### config.mk
export PLATFORM = sky130hd
export DESIGN_NAME = c_float_literal_matcher
export DESIGN_NICKNAME = d
export VERILOG_FILES = /design/src/sv/cflm_pkg.sv /design/src/sv/c_float_literal_matcher.sv
export SDC_FILE = /design/constraint.sdc
export NUM_CORES = 1
export LEC_CHECK = 0
export BUFFER_PORTS_ARGS = -buffer_cell sky130_fd_sc_hd__buf_2
export CAP_MARGIN = 20
export CELL_PAD_IN_SITES_DETAIL_PLACEMENT = 1
export CELL_PAD_IN_SITES_GLOBAL_PLACEMENT = 1
export CORE_ASPECT_RATIO = 1.1
export CORE_MARGIN = 2
export CORE_UTILIZATION = 45
export CTS_CLUSTER_DIAMETER = 200
export CTS_CLUSTER_SIZE = 40
export DETAILED_ROUTE_END_ITERATION = 6
export PLACE_DENSITY = 0.85
export SLEW_MARGIN = 10
export SYNTH_ARGS = -nofsm -noshare
export SYNTH_HDL_FRONTEND = slang
export SYNTH_SLANG_ARGS = --single-unit
### constraint.sdc
create_clock -name clk -period 10.05 [get_ports clk]
set_clock_uncertainty 0.15 [all_clocks]
set_input_delay 2.01 -clock clk [delete_from_list [all_inputs] [get_ports clk]]
set_output_delay 2.01 -clock clk [all_outputs]
set_load 0.05 [all_outputs]
### src/sv/cflm_pkg.sv
`timescale 1ns / 1ps

package cflm_pkg;

	// Longest literal that can still match
	localparam int unsigned MAX_LEN = 1023;
	localparam int unsigned CNT_W   = $clog2(MAX_LEN + 1);
	localparam int unsigned LEN_W   = 10;

	localparam logic [7:0] CASE_MASK = 8'hdf;
	localparam logic [7:0] CH_E      = 8'h45;
	localparam logic [7:0] CH_F      = 8'h46;
	localparam logic [7:0] CH_POINT  = 8'h2e;
	localparam logic [7:0] CH_MINUS  = 8'h2d;
	localparam logic [7:0] CH_PLUS   = 8'h2b;
	localparam logic [7:0] CH_ZERO   = 8'h30;
	localparam logic [7:0] CH_NINE   = 8'h39;

	typedef struct packed {
		logic [7:0] ch;
		logic       start_req;
		logic       final_char;
	} char_item_t;

	typedef struct packed {
		logic             matched;
		logic [LEN_W-1:0] length;
	} res_item_t;

endpackage

### src/sv/c_float_literal_matcher.sv
`timescale 1ns / 1ps

// Channel  | handshake                 | payload
// ---------+---------------------------+------------------------------------------
// char     | char_valid / char_stall   | char_item: ch, start_req, final_char
// res      | res_valid / res_stall     | res_item: matched, length
//
// One character per cycle while char_stall is low: a character is registered in
// the input stage, then the scan state and the result register update from it.
// Reset clears the input-stage valid flag, the scan state and the result valid flag.
// char_stall rises only when a character that decides an attempt waits behind
// a stalled result; characters that decide nothing keep flowing meanwhile.
module c_float_literal_matcher (
	input  logic                      clk,
	input  logic                      arst_n,
	input  logic                      char_valid,
	output logic                      char_stall,
	input  cflm_pkg::char_item_t      char_item,
	output logic                      res_valid,
	input  logic                      res_stall,
	output cflm_pkg::res_item_t       res_item
);

	localparam logic [2:0] PH_IDLE      = 3'd0;
	localparam logic [2:0] PH_MANT      = 3'd1;
	localparam logic [2:0] PH_FRAC      = 3'd2;
	localparam logic [2:0] PH_EXP_START = 3'd3;
	localparam logic [2:0] PH_EXP_SIGN  = 3'd4;
	localparam logic [2:0] PH_EXP_DIG   = 3'd5;

	localparam logic [cflm_pkg::CNT_W-1:0] CNT_MAX = cflm_pkg::CNT_W'(cflm_pkg::MAX_LEN);

	logic                       valid_s1;
	cflm_pkg::char_item_t       item_s1;
	logic [2:0]                 phase_q;
	logic [cflm_pkg::CNT_W-1:0] count_q;
	logic                       saw_digit_q;
	logic                       res_valid_q;
	cflm_pkg::res_item_t        res_q;

	logic                       advance;
	logic                       has_res;
	logic                       res_ok;
	logic [cflm_pkg::CNT_W-1:0] res_len;
	logic [2:0]                 phase_d;
	logic [cflm_pkg::CNT_W-1:0] count_d;
	logic                       saw_digit_d;

	always_comb begin
		logic [2:0]                 ph;
		logic [cflm_pkg::CNT_W-1:0] cnt;
		logic [cflm_pkg::CNT_W-1:0] cnt_inc;
		logic                       sd;
		logic                       can_take;
		logic                       is_digit;
		logic [7:0]                 up;
		logic                       dig_path;
		ph       = item_s1.start_req ? PH_MANT : phase_q;
		cnt      = item_s1.start_req ? '0 : count_q;
		sd       = item_s1.start_req ? 1'b0 : saw_digit_q;
		cnt_inc  = cnt + cflm_pkg::CNT_W'(1);
		can_take = cnt < CNT_MAX;
		is_digit = item_s1.ch inside {[cflm_pkg::CH_ZERO:cflm_pkg::CH_NINE]};
		up       = item_s1.ch & cflm_pkg::CASE_MASK;
		dig_path = 1'b0;

		has_res     = 1'b0;
		res_ok      = 1'b0;
		res_len     = '0;
		phase_d     = ph;
		count_d     = cnt;
		saw_digit_d = sd;

		case (ph)
			PH_MANT: begin
				if (is_digit) begin
					if (can_take) begin
						count_d     = cnt_inc;
						saw_digit_d = 1'b1;
					end else begin
						has_res = 1'b1;
					end
				end else if (item_s1.ch == cflm_pkg::CH_POINT) begin
					if (can_take) begin
						count_d = cnt_inc;
						phase_d = PH_FRAC;
					end else begin
						has_res = 1'b1;
					end
				end else if (sd && up == cflm_pkg::CH_E) begin
					if (can_take) begin
						count_d = cnt_inc;
						phase_d = PH_EXP_START;
					end else begin
						has_res = 1'b1;
					end
				end else if (sd && up == cflm_pkg::CH_F) begin
					// integer run closed by the suffix
					has_res = 1'b1;
					res_ok  = can_take;
					res_len = can_take ? cnt_inc : '0;
				end else begin
					has_res = 1'b1;
				end
			end
			PH_FRAC: begin
				if (is_digit) begin
					if (can_take) begin
						count_d     = cnt_inc;
						saw_digit_d = 1'b1;
					end else begin
						has_res = 1'b1;
					end
				end else if (!sd) begin
					has_res = 1'b1;
				end else if (up == cflm_pkg::CH_E) begin
					if (can_take) begin
						count_d = cnt_inc;
						phase_d = PH_EXP_START;
					end else begin
						has_res = 1'b1;
					end
				end else if (up == cflm_pkg::CH_F) begin
					has_res = 1'b1;
					res_ok  = can_take;
					res_len = can_take ? cnt_inc : '0;
				end else begin
					has_res = 1'b1;
					res_ok  = 1'b1;
					res_len = cnt;
				end
			end
			PH_EXP_START: begin
				if (item_s1.ch == cflm_pkg::CH_PLUS || item_s1.ch == cflm_pkg::CH_MINUS) begin
					if (can_take) begin
						count_d = cnt_inc;
						phase_d = PH_EXP_SIGN;
					end else begin
						has_res = 1'b1;
					end
				end else begin
					dig_path = 1'b1;
				end
			end
			PH_EXP_SIGN: begin
				dig_path = 1'b1;
			end
			PH_EXP_DIG: begin
				if (is_digit) begin
					if (can_take) begin
						count_d = cnt_inc;
					end else begin
						has_res = 1'b1;
					end
				end else if (up == cflm_pkg::CH_F) begin
					has_res = 1'b1;
					res_ok  = can_take;
					res_len = can_take ? cnt_inc : '0;
				end else begin
					has_res = 1'b1;
					res_ok  = 1'b1;
					res_len = cnt;
				end
			end
			default: begin
			end
		endcase

		// first exponent digit, after the E or after its sign
		if (dig_path) begin
			if (is_digit && can_take) begin
				count_d = cnt_inc;
				phase_d = PH_EXP_DIG;
			end else begin
				has_res = 1'b1;
			end
		end

		// text ends here: decide on what has been consumed
		if (!has_res && item_s1.final_char && phase_d != PH_IDLE) begin
			has_res = 1'b1;
			case (phase_d)
				PH_FRAC: begin
					res_ok  = saw_digit_d;
					res_len = saw_digit_d ? count_d : '0;
				end
				PH_EXP_DIG: begin
					res_ok  = 1'b1;
					res_len = count_d;
				end
				default: begin
					res_ok  = 1'b0;
					res_len = '0;
				end
			endcase
		end

		if (has_res) begin
			phase_d = PH_IDLE;
		end
	end

	// hold the stage only when its result cannot enter the result register
	assign advance    = valid_s1 && (!has_res || !res_valid_q || !res_stall);
	assign char_stall = valid_s1 && !advance;

	always_ff @(posedge clk or negedge arst_n) begin
		if (!arst_n) begin
			valid_s1 <= 1'b0;
		end else if (!char_stall) begin
			valid_s1 <= char_valid;
		end
	end

	always_ff @(posedge clk) begin
		if (char_valid && !char_stall) begin
			item_s1 <= char_item;
		end
	end

	always_ff @(posedge clk or negedge arst_n) begin
		if (!arst_n) begin
			phase_q     <= PH_IDLE;
			count_q     <= '0;
			saw_digit_q <= 1'b0;
		end else if (advance) begin
			phase_q     <= phase_d;
			count_q     <= count_d;
			saw_digit_q <= saw_digit_d;
		end
	end

	always_ff @(posedge clk or negedge arst_n) begin
		if (!arst_n) begin
			res_valid_q <= 1'b0;
		end else if (advance && has_res) begin
			res_valid_q <= 1'b1;
		end else if (!res_stall) begin
			res_valid_q <= 1'b0;
		end
	end

	always_ff @(posedge clk) begin
		if (advance && has_res) begin
			res_q.matched <= res_ok;
			res_q.length  <= cflm_pkg::LEN_W'(res_len);
		end
	end

	assign res_valid = res_valid_q;
	assign res_item  = res_q;

	a_nomatch_len: assert property (@(posedge clk) disable iff (!arst_n)
		res_valid && !res_item.matched |-> res_item.length == '0)
		else $error("no-match transaction carries a nonzero length");

	a_count_limit: assert property (@(posedge clk) disable iff (!arst_n)
		count_q <= CNT_MAX)
		else $error("consumed count beyond the length limit");

	a_stall_cause: assert property (@(posedge clk) disable iff (!arst_n)
		char_stall |-> valid_s1 && res_valid_q && res_stall && has_res)
		else $error("input stalled without a blocked result");

	a_idle_clean: assert property (@(posedge clk) disable iff (!arst_n)
		advance && has_res |=> phase_q == PH_IDLE)
		else $error("scan state not idle after a decided attempt");

endmodule
# After elaboration in Yosys (flattened, before gate mapping)
# Index checks and enable logic that the tools add are counted.
# op_classes
eq_ne	13
n_addsub	1
order_cmp	3
mux	75
n_reduce_logical	21
# op_table
op	count
$mux W10	24
$mux W3	14
$pmux W10 S4	1
$pmux W10 S3	1
$mux W1	29
$eq A8 B6 Y1 const B	3
$pmux W10 S2	1
$eq A7 B6 Y1 const B	2
$add A10 B1 Y10 const B	1
$logic_and A1 B1 Y1	10
$lt A10 B10 Y1 const B	1
$eq A3 B2 Y1 const B	3
$eq A3 B3 Y1 const B	3
$pmux W3 S3	1
$ge A8 B6 Y1 const B	1
$le A8 B6 Y1 const B	1
$logic_not A1 Y1	6
$pmux W1 S2	2
$pmux W1 S4	1
$eq A3 B1 Y1 const B	1
$logic_or A1 B1 Y1	3
$pmux W1 S3	1
$reduce_bool A3 Y1	1
$ne A2 B1 Y1 const B	1
$reduce_or A2 Y1	1
# word_totals
register_bits	37
word_cells	123
out_inout_bits	13
in_bits	14

# Longest topological paths before layout
# depth
word_depth	21
mapped_depth	16
mapped_depth_nobuf	11

# Worst setup path before layout
# Ideal clock, no wire load.
# synth_path
kind	register to output
from	reg item_s1[1] (netlist name)
to	out char_stall
arrival_time_ns	3.910
setup_slack_ns	3.980
t_required_ns	7.890
n_path_buf	4
path_stages_with_launch	15
path_cell_list	edfxtp_1 > buf_2 > clkbuf_1 > clkbuf_1 > nor2b_1 > ha_1 > nand4_2 > nor3_4 > inv_2 > buf_2 > o221ai_1 > a21oi_1 > or3_1 > a21boi_1 > nor3_1
# synth_via
elab_chain_cells	19
elab_cells_between_ends	48
cone_classes	order compare (1); eq/ne (5); mux (30); reduce/logical (12)
# synth_rtl
item	line_no	source
from (decl)	c_float_literal_matcher.sv:34	cflm_pkg::char_item_t item_s1;
from (signal assigned)	c_float_literal_matcher.sv:217	item_s1 <= char_item;
$mux W10	c_float_literal_matcher.sv:59	cnt = item_s1.start_req ? '0 : count_q;
$lt A10 B10 Y1	c_float_literal_matcher.sv:62	can_take = cnt < CNT_MAX;
$mux W1	-	
$mux W1, on equally long branches	c_float_literal_matcher.sv:116, c_float_literal_matcher.sv:90	
$mux W1, on equally long branches	c_float_literal_matcher.sv:114, c_float_literal_matcher.sv:83	
$mux W1, on equally long branches	c_float_literal_matcher.sv:107, c_float_literal_matcher.sv:76	
$pmux W1 S4	c_float_literal_matcher.sv:74	case (ph)
$mux W1	c_float_literal_matcher.sv:171	if (is_digit && can_take) begin
$mux W1	c_float_literal_matcher.sv:170	if (dig_path) begin
$logic_not A1 Y1	c_float_literal_matcher.sv:180	if (!has_res && item_s1.final_char && phase_d != PH_IDLE) begin
$logic_and A1 B1 Y1 (2 in a row)	c_float_literal_matcher.sv:180	
$mux W1 *	c_float_literal_matcher.sv:180	
$logic_not A1 Y1 *	c_float_literal_matcher.sv:204	assign advance = valid_s1 && (!has_res || !res_valid_q || !res_stall);
$logic_or A1 B1 Y1 * (2 in a row)	c_float_literal_matcher.sv:204	
$logic_and A1 B1 Y1 *	c_float_literal_matcher.sv:204	
$logic_not A1 Y1 *	c_float_literal_matcher.sv:205	assign char_stall = valid_s1 && !advance;
$logic_and A1 B1 Y1 *	c_float_literal_matcher.sv:205	
to (decl)	c_float_literal_matcher.sv:17	output logic char_stall,
# Mark *: on every way between the ends. The rest lies on a longest branch, timed or not.

# Final worst setup path
# Ends and elaborated chain as after synthesis.

==> results.yml <==
min_path:
  hold_path_depth: 1
  hold_end: "saw_digit_q"
  hold_path.class: "register to register"
  hold_start: "saw_digit_q"
floorplanning:
  dieHeight_um: 84.0
  die_w_um: 76.8
  die_area_um2: 6450
  core_um2: 5700
  rows: 29
  num_io_pins: 27
  start_util_pct: 46.0
global_routing:
  overflow: 0
  track_usage_pct: 24.9
  use_met1_pct: 29.2
  grt_antenna_before_repair: 0
  grt.met2_usage_pct: 45.0
  grt_use_met3_pct: 3.79
  grt_pass1_wl_um: 12700
  grt_pass1_vias: 2523
  grt_start_max_net_pins: 29
  busiest_layer: "met2"
critical_path:
  timing.rr.start: "item_s1[1]"
  critPathCaptureType: "primary output"
  rr_endpoint: "res_item[0]"
  startpoint_type: "register"
  crit_type: "register to primary output"
  critical_path_required_ns: 7.89
  arrival_ns: 4.04
  ff2ff_setup_slack_ns: 5.01
  r2r_cells: 11
  path_max_fanout: 28
sta:
  final_hold_viol_count: 0
  setup_viol: 0
  period_needed_ns: 6.20
  clock.fmax_mhz: 161
  worstMarginPinSlew_ns: 1.11
  relSlewSlack_pct: 25.7
  holdWs_ns: 0.378
  fin_setup_tns_ns: 0
  post-route-period-util_pct: 61.7
  rsz0062_at_grt: "false"
  final_max_slew_viol_count: 0
  setup_ws_ns: 3.85
drt:
  viasPerCell: 6.10
  ant_nets: 0
  num_vias: 2397
  drc: 0
  wl_um: 7900
  drt-pass1-iter-count: 5
  wl_per_cell_um: 20.1
  drt_iter0_drc: 147
synth:
  synth_area_um2: 2620
  ys_seq_elements: 37
  syn_inst: 293
  avgSynthCellArea_um2: 8.95
  async_flop_share_pct: 43.2
  yosys_most_used_dff: "edfxtp_1"
  synth.net_count: 309
  yosys_warnings: 0
  yosysUniqueCellTypes: 65
  ys_seq_area_share_pct: 39.3
  synth_edf_count: 21
power_and_ir_drop:
  vdd_drop_max_mv: 0.0956
  power_density_nw_per_um2: 199
  p_leak_nw: 1.22
placed_design:
  pre_cts_slack_ns: 4.26
  dp.final_hpwl_um: 5910
  place_congestion: 0.907
  port_buffers: 26
clock_tree:
  numCtsBuffers: 5
  ctsHoldBuffers: 0
  clk_latency_ns: 0.30
  clock-sinks: 37
  cts_tree: "built"
  clk_pin_slew_worst_paths_ns: 0.08
  clockBufferDepth: 2
  clockRootBuffer: "clkbuf_8"
  htree_levels: 2
  cts_setup_buffers: 0
  cts_resized: 0
final_layout:
  antenna_cells: 0
  syn2layout_area_growth_pct: 12.5
  drive_above_1_share_pct: 18.0
  fillers: 690
  layout.nets: 331
  layout_common_cells: "nand2_1, nor2_1, buf_2"
  final_common_cell: "nand2_1"
flow_run:
  maxCapViolCount: 0
run_status:
  status: "finished clean"
## per-stage QoR
step	util [%]	std cells	cell area, um2	total power [mW]
2_1_floorplan	-	293	2620	0.374
3_3_place_gp	49.1	384	2800	0.418
3_5_place_dp	49.1	384	2800	0.426
4_1_cts	51.5	392	2930	0.583
5_1_grt	51.7	393	2950	0.613
6_report	51.7	393	2950	0.586
## routing by layer
metal  vias to the layer above  wire [um]
li1                       1148          -
met1                      1168       3300
met2                        61       4100
met3                        20        266
met4                         0        235
met5                         -          0
## synthesized netlist by cell type, types with 3 or more instances
| master | count | area (um2) |
|---|---|---|
| a21oi_1 | 24 | 120 |
| a31oi_1 | 3 | 18.8 |
| and3_1 | 5 | 31.3 |
| buf_2 | 6 | 30.0 |
| clkbuf_1 | 7 | 26.3 |
| dfrtp_1 | 16 | 400 |
| edfxtp_1 | 21 | 631 |
| inv_1 | 12 | 45.0 |
| mux2_2 | 3 | 33.8 |
| nand2_1 | 30 | 113 |
| nand2b_1 | 4 | 25.0 |
| nand3_1 | 13 | 65.1 |
| nor2_1 | 26 | 97.6 |
| nor2b_1 | 12 | 75.1 |
| nor3_1 | 8 | 40.0 |
| nor4_1 | 5 | 31.3 |
| nor4b_1 | 3 | 26.3 |
| o21a_1 | 3 | 22.5 |
| o21ai_0 | 15 | 75.1 |
| o221ai_1 | 6 | 52.6 |
| o22ai_1 | 7 | 43.8 |
| or2_2 | 3 | 18.8 |
| xnor2_1 | 5 | 43.8 |
## worst max-delay path by stage
stage / startpoint / to
detailed placement: item_s1[1] / char_stall
global route: item_s1[1] / char_stall
global placement: item_s1[1] / char_stall
CTS: item_s1[1] / char_stall
floorplan: item_s1[1] / char_stall
finish: item_s1[1] / char_stall
## cell families (layout without fill, tap and decap cells)
kind of cell               count (synthesis)  after routing  share of synthesized area [%]
xor gates and xnor gates                   7              7                           2.34
buffers and inverters                     27             50                           4.15
AOI/OAI and AO/OA                         85             85                           22.7
DFF                                       37             37                           39.3
muxes                                      5              5                           2.05
and+or+nand+nor                          130            130                           28.4
adders and majority gates                  2              2                          0.955
## power by group
group / total (mW) / switching, mW / internal [mW]
logic: 0.201 / 0.138 / 0.0636
clock network: 0.156 / 0.0577 / 0.0986
registers: 0.229 / 0.0348 / 0.194
## final cells by class
class                           count  area, um2  share of cell area [%]
Timing Repair Buffer               28        153                    5.18
Inverter                           14       52.6                    1.78
Multi-Input combinational cell    229       1480                    50.3
Sequential cell                    37       1030                    35.0
Clock buffer                        5       68.8                    2.33
Clock inverter                      3       65.1                    2.21
Tap cell                           77       96.3                    3.27
## worst max-delay path: stages, from the launching register on
cell and delay [ns]:
edfxtp_1 0.77, nor2b_1 0.35, ha_1 0.35, nand4_2 0.21, nor3_4 0.40, inv_2 0.21
a21oi_1 0.20, nor3_1 0.09, or3_1 0.38, a21boi_1 0.20, nor3_1 0.24, buf_2 0.32
## state kept, by name, indices dropped and copies added, names as in the netlist
name,count
count_q,10
saw_digit_q,1
res_item,11
res_valid,1
phase_q,3
item_s1,10
valid_s1,1
No activity file was read; power rests on OpenSTA's default activity.
